## config.mk

```make
export PLATFORM = sky130hd
export DESIGN_NAME = ssbm_cell
export DESIGN_NICKNAME = d
export VERILOG_FILES = /design/src/design/ssbm_pkg.sv /design/src/design/ssbm_cell.sv
export SDC_FILE = /design/constraint.sdc
export NUM_CORES = 1
export LEC_CHECK = 0
export ABC_AREA = 1
export BUFFER_PORTS_ARGS = -buffer_cell sky130_fd_sc_hd__buf_2
export CAP_MARGIN = 30
export CORE_AREA = 2 2 99 101
export CTS_CLUSTER_SIZE = 8
export DETAILED_ROUTE_END_ITERATION = 10
export DIE_AREA = 0 0 101 103
export PLACE_DENSITY_LB_ADDON = 0.15
export SYNTH_ARGS = -nofsm -noshare
export SYNTH_HDL_FRONTEND = slang
export SYNTH_SLANG_ARGS = --single-unit
```

## constraint.sdc

```tcl
create_clock -name clk -period 3.1 [get_ports clk]
set_clock_uncertainty 0.15 [all_clocks]
set_input_delay 0.465 -clock clk [delete_from_list [all_inputs] [get_ports clk]]
set_output_delay 0.465 -clock clk [all_outputs]
set_load 0.01 [all_outputs]
```

## src/design/ssbm_pkg.sv

```systemverilog
// Package for the stereo SAD block matcher: sizes, config register indexes and the cell control struct.
// No dependencies.
`timescale 1ns / 1ps
package ssbm_pkg;
	localparam int WINDOW_SIZE_D  = 7;
	localparam int SEARCH_RANGE_D = 56;
	localparam int MAX_WIDTH_D    = 1024;
	localparam int LINE_ROWS_D    = 8;
	localparam int SAD_W          = 24;
	localparam logic CFG_WIDTH  = 1'b0;
	localparam logic CFG_HEIGHT = 1'b1;

	// Control handed from the sequencer to every cell.
	typedef struct packed {
		logic clear;
		logic acc;
		logic [7:0] lpix;
	} ssbm_ctl_t;
endpackage

```

## src/design/ssbm_cell.sv

```systemverilog
// One candidate cell: accumulates a SAD and passes its right pixel to the next cell.
// Depends on ssbm_pkg.
`timescale 1ns / 1ps
module ssbm_cell (
	input  logic clk,
	input  ssbm_pkg::ssbm_ctl_t ctl,
	input  logic [7:0] rpix_in,
	input  logic en_in,
	output logic [7:0] rpix_out,
	output logic [ssbm_pkg::SAD_W-1:0] sad
);
	import ssbm_pkg::*;
	logic [7:0] rpix_q;
	logic [SAD_W-1:0] sad_q;
	logic [7:0] diff;

	// Absolute difference of the shared left pixel and this cell's right pixel.
	assign diff = (ctl.lpix > rpix_in) ? ctl.lpix - rpix_in : rpix_in - ctl.lpix;

	// Shift the right pixel along and accumulate.
	always_ff @(posedge clk) begin
		rpix_q <= rpix_in;
		if (ctl.clear) begin
			sad_q <= '0;
		end else if (ctl.acc && en_in) begin
			sad_q <= sad_q + SAD_W'(diff);
		end
	end
	assign rpix_out = rpix_q;
	assign sad = sad_q;
endmodule

```

* Yosys cells after proc, flatten, opt, wreduce, memory -nomap -nowiden
Cells that the tools add are included.
** Word-level totals
- Bits in registers :: 32
- Input port bits :: 20
- Output and inout bits :: 32
- Logic and storage cells :: 8
** Cells by class
- Add/sub/neg operators :: 3
- Order comparisons :: 1
- Mux-type cells :: 1
- Reductions and logical operators :: 1
** Operator list (count)
- $add A24 B8 Y24 :: 1
- $sub A8 B8 Y8 :: 2
- $gt A8 B8 Y1 :: 1
- $mux W8 :: 1
- $logic_and A1 B1 Y1 :: 1

* Depth between registers and ports, before layout
Gate-level depths: netlist (run 1).
- Word-level depth :: 3
- Depth in mapped cells :: 25
- Mapped depth without buffers :: 24

* Worst setup path after synthesis (run 1)
No wires, ideal clock.
- Path kind :: in2reg
- From :: in ctl[2] (netlist bit)
- To :: reg sad_q[22] (netlist: sad[22])
- Setup time :: 0.113 ns
- Arrival :: 2.707 ns
- Required time :: 2.837 ns
- Slack :: 0.131 ns
- Cell stages on the path :: 21
- Path buffers :: 1
- Cell sequence :: inv_1 -> ha_1 -> buf_6 -> nand2_2 -> inv_2 -> nand2_1 -> nand2_2 -> nand2_2 -> a21oi_4 -> nand2_1 -> nand2_1 -> inv_1 -> ha_1 -> a21oi_1 -> nand2_1 -> nand2_1 -> nand3_1 -> nand2_1 -> nand2_1 -> nand2_1 -> nor2_1
** Between the ends
- Word-level cells in the longest chain between the ends :: 3
- Elaborated cells on any way between the ends :: 5
- Those cells by class :: add/sub: 3; order compare: 1; mux: 1
** RTL lines
- from (decl) :: RTL line ssbm_cell.sv:6 : input ssbm_pkg::ssbm_ctl_t ctl,
- $sub A8 B8 Y8 or $gt A8 B8 Y1 (tied branches) :: RTL line ssbm_cell.sv:18 : assign diff = (ctl.lpix > rpix_in) ? ctl.lpix - rpix_in : rpix_in - ctl.lpix;
- $mux W8 * :: RTL line ssbm_cell.sv:18
- $add A24 B8 Y24 * :: RTL line ssbm_cell.sv:26 : sad_q <= sad_q + SAD_W'(diff);
- to (signal assigned) :: RTL line ssbm_cell.sv:26
- to (decl) :: RTL line ssbm_cell.sv:14 : logic [SAD_W-1:0] sad_q;
Every way passes the cells marked *; elsewhere a longest branch is shown, timed or not.
A chain may end at the register's enable or synchronous reset.

* Final worst setup path (run 1)
- From :: in ctl[0] (netlist bit)
- To :: reg sad_q[9] (netlist: sad[9])
Same word-level chain as after synthesis.

==> summary by stage, run 1 <==
Final layout
Leaving out fill and tap cells, the most frequent cells in the layout are sky130_fd_sc_hd__nand2_1, sky130_fd_sc_hd__inv_1, sky130_fd_sc_hd__buf_2, sky130_fd_sc_hd__buf_4, sky130_fd_sc_hd__nor2_1. The most common cell after layout, fill and taps aside is sky130_fd_sc_hd__nand2_1. The share of the core filled with cells is 0.3907. The ratio of cells with drive above 1 in the final layout is 0.2865. The net count of the finished layout is 572.

The total inserted antenna cells is 0. From synthesis to final layout, the design area changed by 40.40%.

Clock tree
The TritonCTS clock tree is yes. After clock tree synthesis, the flow added hold-fix buffers numbering 0. Clock latency on the worst-skew pair, taken at its later pin, is 300 ps. The root buffer cell is sky130_fd_sc_hd__clkbuf_8. The clock transition at the registers of the reported paths is 90 ps. The CTS sink count is 32. In this run, CTS created clock tree buffers numbering 5. In this run the deepest clock path goes through 2 buffers. The H-tree was split into 2 levels.

STA
The peak clock frequency supported by timing is 0.3435 GHz. The final max-slew violation count is 0. The minimum setup slack in the final design is 188.6 ps. The worst pin sits at a relative slew slack of 0.5618. Setup violations remaining at the end of the flow were counted as 0. The transition time of the tightest slew-check pin is 656.6 ps.

The final count of hold timing violations is 0. In the finished design, the share of the clock period the worst path needs comes to 0.9391. The clock period minus worst slack is 2911 ps.

Critical path
The critical path is of the in -> reg type. The worst setup path is launched from an input port. The maximum fanout count along the critical path is 6. The kind of capture point of the worst setup path is a flip-flop. At the worst endpoint, the arrival time is 2970 ps. For the worst setup path, the data required time is 3150 ps.

Synthesis
The share of the Yosys chip area taken by registers is 0.2433. In this run, synthesis produced a sequential element count of 32. The cell area after synthesis is 2633 µm². The number of different library cells in the post-synthesis netlist is 29. Synthesis produced a netlist with a net count of 471. Counting every instance in the synthesized netlist gives 425. After synthesis, the mean cell area works out to 6.194 µm². The Yosys warning count is 0.

Die
The initialized floorplan defines 36 standard-cell rows. The die covers 10,400 µm². In this run the count of I/O pins placed on the die edge is 52.

The overall die height is 103 µm. The area of the placeable core is 9459 µm². Measured along the x axis, the die boundary spans 101 µm. The starting density of the core is 0.2783.

Placed design
The number of port buffers is 51. OpenSTA, run right after detailed placement, puts the worst setup slack at -420.4 ps. The HPWL after detailed placement is 5891 µm. The routability congestion estimate from global placement is 0.9133.

Run status
The run finished with clean final reports.

Pwr
The power density over the cells is 411.8 nW/µm². Summing internal, switching and leakage power gives 0.001522 W. Of the total power, the clock network draws 0.280. Summed over all cells, the static leakage comes to 1.982 nW. The analysis attributes to net switching a power of 0.0005495 W. The share of total power dissipated in sequential elements is 0.293. The proportion of power drawn by combinational gates is 0.426.

The share of total power consumed by net switching is 0.3610. The internal power contribution is 0.0009726 W. The worst ir drop on vdd is 0.1699 mV.

Global routing
The pin count of the biggest net entering global routing is 24. The total congestion overflow after global routing is 0. The initial antenna violation count was 0.

The number of global-route vias before repair came to 2,763. In the global route stage, overall resource usage came out at 0.1530. The first global-routing pass estimated 12,700 µm of wire.

Detailed routing
The count of nets left with antenna violations once routing finished came out at 0. For this block, the initial DRC count from the detailed router was 65. Summing over every cut layer, the via total after detailed routing is 2,866. The post-detailed-route DRC marker count is 0. For this run, the detailed router's first-pass iteration total came to 4.

The post-detailed-route via-to-cell ratio is 4.471. In the final routed layout, each cell accounts on average for 11.93 µm. Wires add up to 7647 µm.

Min path
The class of the most critical hold timing path is in -> reg.

Job
The max-capacitance violation count is 0.
==> synth_stat cells, drive strengths merged <==
cell type	count	area, µm²
a21boi	1	7.510
a21o	1	7.510
a21oi	20	111.4
a31o	1	8.760
a31oi	2	12.51
and2	1	6.260
buf	3	21.27
clkbuf	3	11.26
dfxtp	32	640.6
fa	3	60.06
ha	23	287.8
inv	78	295.3
nand2	119	459.2
nand3	35	175.2
nand3b	1	7.510
nand4	11	68.82
nor2	53	198.9
nor3	7	35.03
o21a	3	22.52
o21ai	13	68.82
or2	2	12.51
xnor2	1	8.760
xor2	12	105.1
==> timing repair <==
item                       in CTS  in global routing
setup endpoints to repair      10                 21
cloned                          1                  0
gates resized for setup         5                 35
setup buffers                   0                  0
pin swaps                       1                  2
==> flip-flops by register name, indices dropped and copies added, names as in the netlist <==
| signal | cells |
|---|---|
| sad | 24 |
| rpix_out | 8 |
==> final cells by class <==
| class | instances | area [µm²] |
|---|---|---|
| well taps | 114 | 142.6 |
| multi-input cells | 310 | 1891 |
| clock inverters | 3 | 42.54 |
| inverters | 78 | 295.3 |
| clock buffers | 5 | 68.82 |
| fillers | 1034 | 5763 |
| repair buffers | 99 | 615.6 |
| flip-flops and latches | 32 | 640.6 |
==> worst max-delay path, stage by stage <==
cell and delay, ps:
sky130_fd_sc_hd__buf_2 110, sky130_fd_sc_hd__inv_1 50, sky130_fd_sc_hd__ha_2 170, sky130_fd_sc_hd__inv_1 60, sky130_fd_sc_hd__fa_2 370, sky130_fd_sc_hd__nand2_1 90, sky130_fd_sc_hd__nand2_2 80, sky130_fd_sc_hd__nand2_4 100
sky130_fd_sc_hd__a21oi_4 90, sky130_fd_sc_hd__inv_4 90, sky130_fd_sc_hd__nand2_1 50, sky130_fd_sc_hd__nand2_1 70, sky130_fd_sc_hd__inv_1 70, sky130_fd_sc_hd__ha_4 300, sky130_fd_sc_hd__nand2_2 70, sky130_fd_sc_hd__nor2_1 150
sky130_fd_sc_hd__nand3_1 140, sky130_fd_sc_hd__nand3_4 140, sky130_fd_sc_hd__nand2_1 60, sky130_fd_sc_hd__inv_1 70, sky130_fd_sc_hd__nand2_1 50, sky130_fd_sc_hd__nand2_1 60, sky130_fd_sc_hd__nor2_1 40
==> stage by stage <==
stage	std cells	area, µm²	hold WS [ps]	TNS (ps)
floorplan	425	2633	342.7	0
global placement	632	3358	350.5	-6917
detailed placement	632	3358	350.5	-6618
CTS	641	3502	124.2	0
global route	641	3696	128.3	-5.173
finish	641	3696	135.4	0
==> per-layer routing <==
metal,global-route usage,wire (µm),vias to the layer above
li1,-,-,1531
met1,0.1901,3539,1261
met2,0.2682,3665,56
met3,0.02780,281,18
met4,0.04990,160,0
met5,0,0,-
==> worst paths after layout <==
path              start     endpoint  slack, ps  cells past startpoint
max              ctl[0]       sad[9]        190                     23
min          rpix_in[7]  rpix_out[7]        140                      1
max reg2reg      sad[0]       sad[8]       1060                     11
min reg2reg      sad[0]       sad[0]        360                      2
==> power groups by stage <==
stage	combinational (W)	sequential (W)	clock [W]
final	0.000649	0.000446	0.000427
after global routing	0.000732	0.000449	0.000461
after CTS	0.000573	0.000443	0.000446
after detailed placement	0.000563	0.000452	0
after global placement	0.000564	0.000452	0
after floorplan	0.000333	0.000457	0
==> cell families after synthesis <==
family,synth area share
flip-flops,0.2433
AND/OR/NAND/NOR,0.3660
buffers and inverters,0.1245
AO/OA/AOI/OAI,0.09078
XOR/XNOR,0.04325
adder cells (fa/ha/maj),0.1321
(Power assumes the default switching activity.)
==> run 2, diff against run 1 <==
- CORE_AREA: 2 2 99 101 -> 2 2 76 78
- DIE_AREA: 0 0 101 103 -> 0 0 78 80
==> run 2 against run 1 <==
Compared with the run above: hold slack better by 8.3 ps; sequential power about the same; maximum frequency up 0.32%; cell count down 6.9%; non-clock buffer count down 2; setup slack better by 9.3 ps; total power down 2.5%; critical endpoint is now sad[15].
==> summary by stage, run 2 (same netlist as run 1, synthesis figures left out) <==
Run status
The run finished with clean final reports.

Clock tree
The CTS sink count is 32 (unchanged). The worst-skew pair later-pin latency was 290 ps (about the same). The clock transition at the registers of the reported paths is 70 ps (-20 ps).

The CTS buffer count came to 5 (unchanged). The root buffer cell is sky130_fd_sc_hd__clkbuf_8. The number of H-tree levels was 2 (unchanged). The maximum clock insertion buffer count came to 2 (unchanged).

The number of buffers inserted by hold repair at cts is 0 (unchanged). TritonCTS built the clock tree.

Die
The area of the placeable core is 5405 µm² (-43%). The count of pins on the block boundary is 52 (unchanged). The floorplan die width came to 78 µm (-23%). The number of placement rows was 27 (-25%).

The overall die height is 80 µm (-22%). The starting density of the core came to 0.4870 (+0.2087). The area of the die is 6240 µm² (-40%).

Critical path
The kind of capture point of the worst setup path is a flip-flop. The number of buffer and inverter instances along the worst setup path is 6 (unchanged). The required arrival time at the worst endpoint came to 3140 ps (about the same).

The maximum fanout count along the critical path is 8 (+2). The signal on the critical path passes through buf_2 > inv_1 > ha_1 > inv_1 > fa_2 > nand2_1 > nand2_2 > nand2_4 > a21oi_4 > buf_4 > o21ai_2 > inv_1 > ha_1 > nand3_1 > nand3_2 > nand3_1 > nand3_4 > nand3_1 > nand2_1 > inv_1 > nor2_1. The arrival time of data at the critical path endpoint is 2940 ps (-30 ps). The largest incremental delay on the critical path came to 360 ps (about the same). In this design, the largest share of critical-path delay is due to simple AND/OR/NAND/NOR gates. The largest individual stage delay along the critical path comes from the cell sky130_fd_sc_hd__fa_2. The critical path class is in -> reg. The library cell appearing most often on the critical path is sky130_fd_sc_hd__inv_1. The type of element launching the critical path is an input port.

Global routing
The global-route wire length before repair was 11,810 µm (-7.0%). The number of global-route vias before repair is 2,865 (+3.7%). The initial antenna violation count was 0 (unchanged). The total congestion overflow after global routing is 0 (unchanged). The global-route total usage across every layer was 0.2330 (+0.08001). The pin count of the biggest net entering global routing is 25 (+4.2%).

STA
The total negative setup slack is 0 ps (unchanged). The relative max-transition margin is 0.6576 (+0.09584). The transition time of the tightest slew-check pin was 513.0 ps (-143.6 ps).

The final count of hold timing violations was 0 (unchanged). The count of final setup violators is 0 (unchanged). The peak clock frequency supported by timing came to 0.3446 GHz (+0.32%). The post-route clock period utilization is 0.9361 (-0.003007). The clock period minus worst slack is 2902 ps (-9.321 ps). The final max-slew violation count is 0 (unchanged).

Detailed routing
The initial detailed-routing violation count was 161 (+150%). The antenna violation net count after detailed routing is 0 (unchanged). The overall via count from detail_route is 2,952 (+3.0%).

The post-detailed-route via-to-cell ratio was 4.945 (+11%). The wire length per cell after detailed routing came to 11.72 µm (-1.8%). The post-detailed-route DRC marker count came to 0 (unchanged). The total wire length after detailed routing is 6995 µm (-8.5%). The detailed-router iteration count before antenna repair is 4 (unchanged).

Final layout
The ratio of cells with drive above 1 in the final layout is 0.2800 (-0.006528). In the layout the commonest cells are sky130_fd_sc_hd__nand2_1, sky130_fd_sc_hd__inv_1, sky130_fd_sc_hd__buf_2, sky130_fd_sc_hd__nor2_1, sky130_fd_sc_hd__buf_4. The net count of the finished layout came to 570 (-0.35%).

The number of flip-flops under the largest register name is 24 (unchanged). The relative area change from synthesis to final layout is 37.17%. The total inserted antenna cells is 0 (unchanged). The number of fill cells is 490 (-53%). The most common cell after layout, fill and taps aside is sky130_fd_sc_hd__nand2_1.

The multi-input combinational cell area was 1861 µm² (-1.6%). The combined flip-flop and latch cell area is 640.6 µm² (unchanged).

Pwr
The power density over the cells was 411.0 nW/µm² (-0.19%). The worst ir drop on vdd is 0.2481 mV (+46%). The leakage power total is 1.968 nW (-0.72%).

The total power is 0.001484 W (-2.5%).

Min path
In this run the worst hold path is classified as in -> reg.

Job
The max-capacitance violation count was 0 (unchanged).

Placed design
The routability congestion estimate from global placement is 0.8638 (-5.4%). The number of port buffers is 51 (unchanged). The estimated wirelength of the detail-placed design came to 5415 µm (-8.1%).
-- run 2: final timing paths --
check	start	to	slack, ps	cells after the start
setup / recovery	ctl[0]	sad[15]	200	21
hold / removal	rpix_in[7]	rpix_out[7]	140	1
setup reg to reg	sad[0]	sad[12]	1010	11
hold reg to reg	sad[23]	sad[23]	380	4
-- run 2: per-stage QoR --
step,setup WS [ps],cells,area (µm²),util,hold slack (ps)
after floorplan,130.7,425,2633,-,342.7
after global placement,-345.8,587,3296,0.6097,353.1
after detailed placement,-380.4,587,3296,0.6097,365.3
after CTS,18.09,595,3412,0.6313,139.2
after global routing,-60.66,597,3611,0.6681,146.0
final,198.0,597,3611,0.6681,143.7
-- run 2: metal layers --
| layer | wire length (µm) | track usage | vias to the layer above |
|---|---|---|---|
| li1 | - | - | 1530 |
| met3 | 322 | 0.04072 | 11 |
| met2 | 3551 | 0.4345 | 74 |
| met1 | 3020 | 0.2703 | 1337 |
| met5 | 0 | 0 | - |
| met4 | 100 | 0.07193 | 0 |
-- run 2: cell type report --
type / instances / area share
Inverter: 78 / 0.08177
Timing Repair Buffer: 97 / 0.1698
Clock inverter: 3 / 0.01178
Multi-Input combinational cell: 310 / 0.5152
Sequential cell: 32 / 0.1774
Clock buffer: 5 / 0.01906
Tap cell: 72 / 0.02495
-- run 2: timing repair --
item | 4_1_cts | 5_1_grt
pin swaps | 0 | 2
setup endpoints to repair | 4 | 21
gates resized for setup | 1 | 39
cloned | 0 | 1
buffers inserted | 0 | 1
-- run 2: report_power, final --
| part | switching [W] | total, W | leakage, nW | internal, W |
|---|---|---|---|---|
| logic | 0.000343 | 0.000633 | 1.65 | 0.000290 |
| clock network | 0.000170 | 0.000408 | 0.0541 | 0.000238 |
| registers | 0.0000156 | 0.000444 | 0.262 | 0.000428 |
| total | 0.000529 | 0.00148 | 1.97 | 0.000955 |
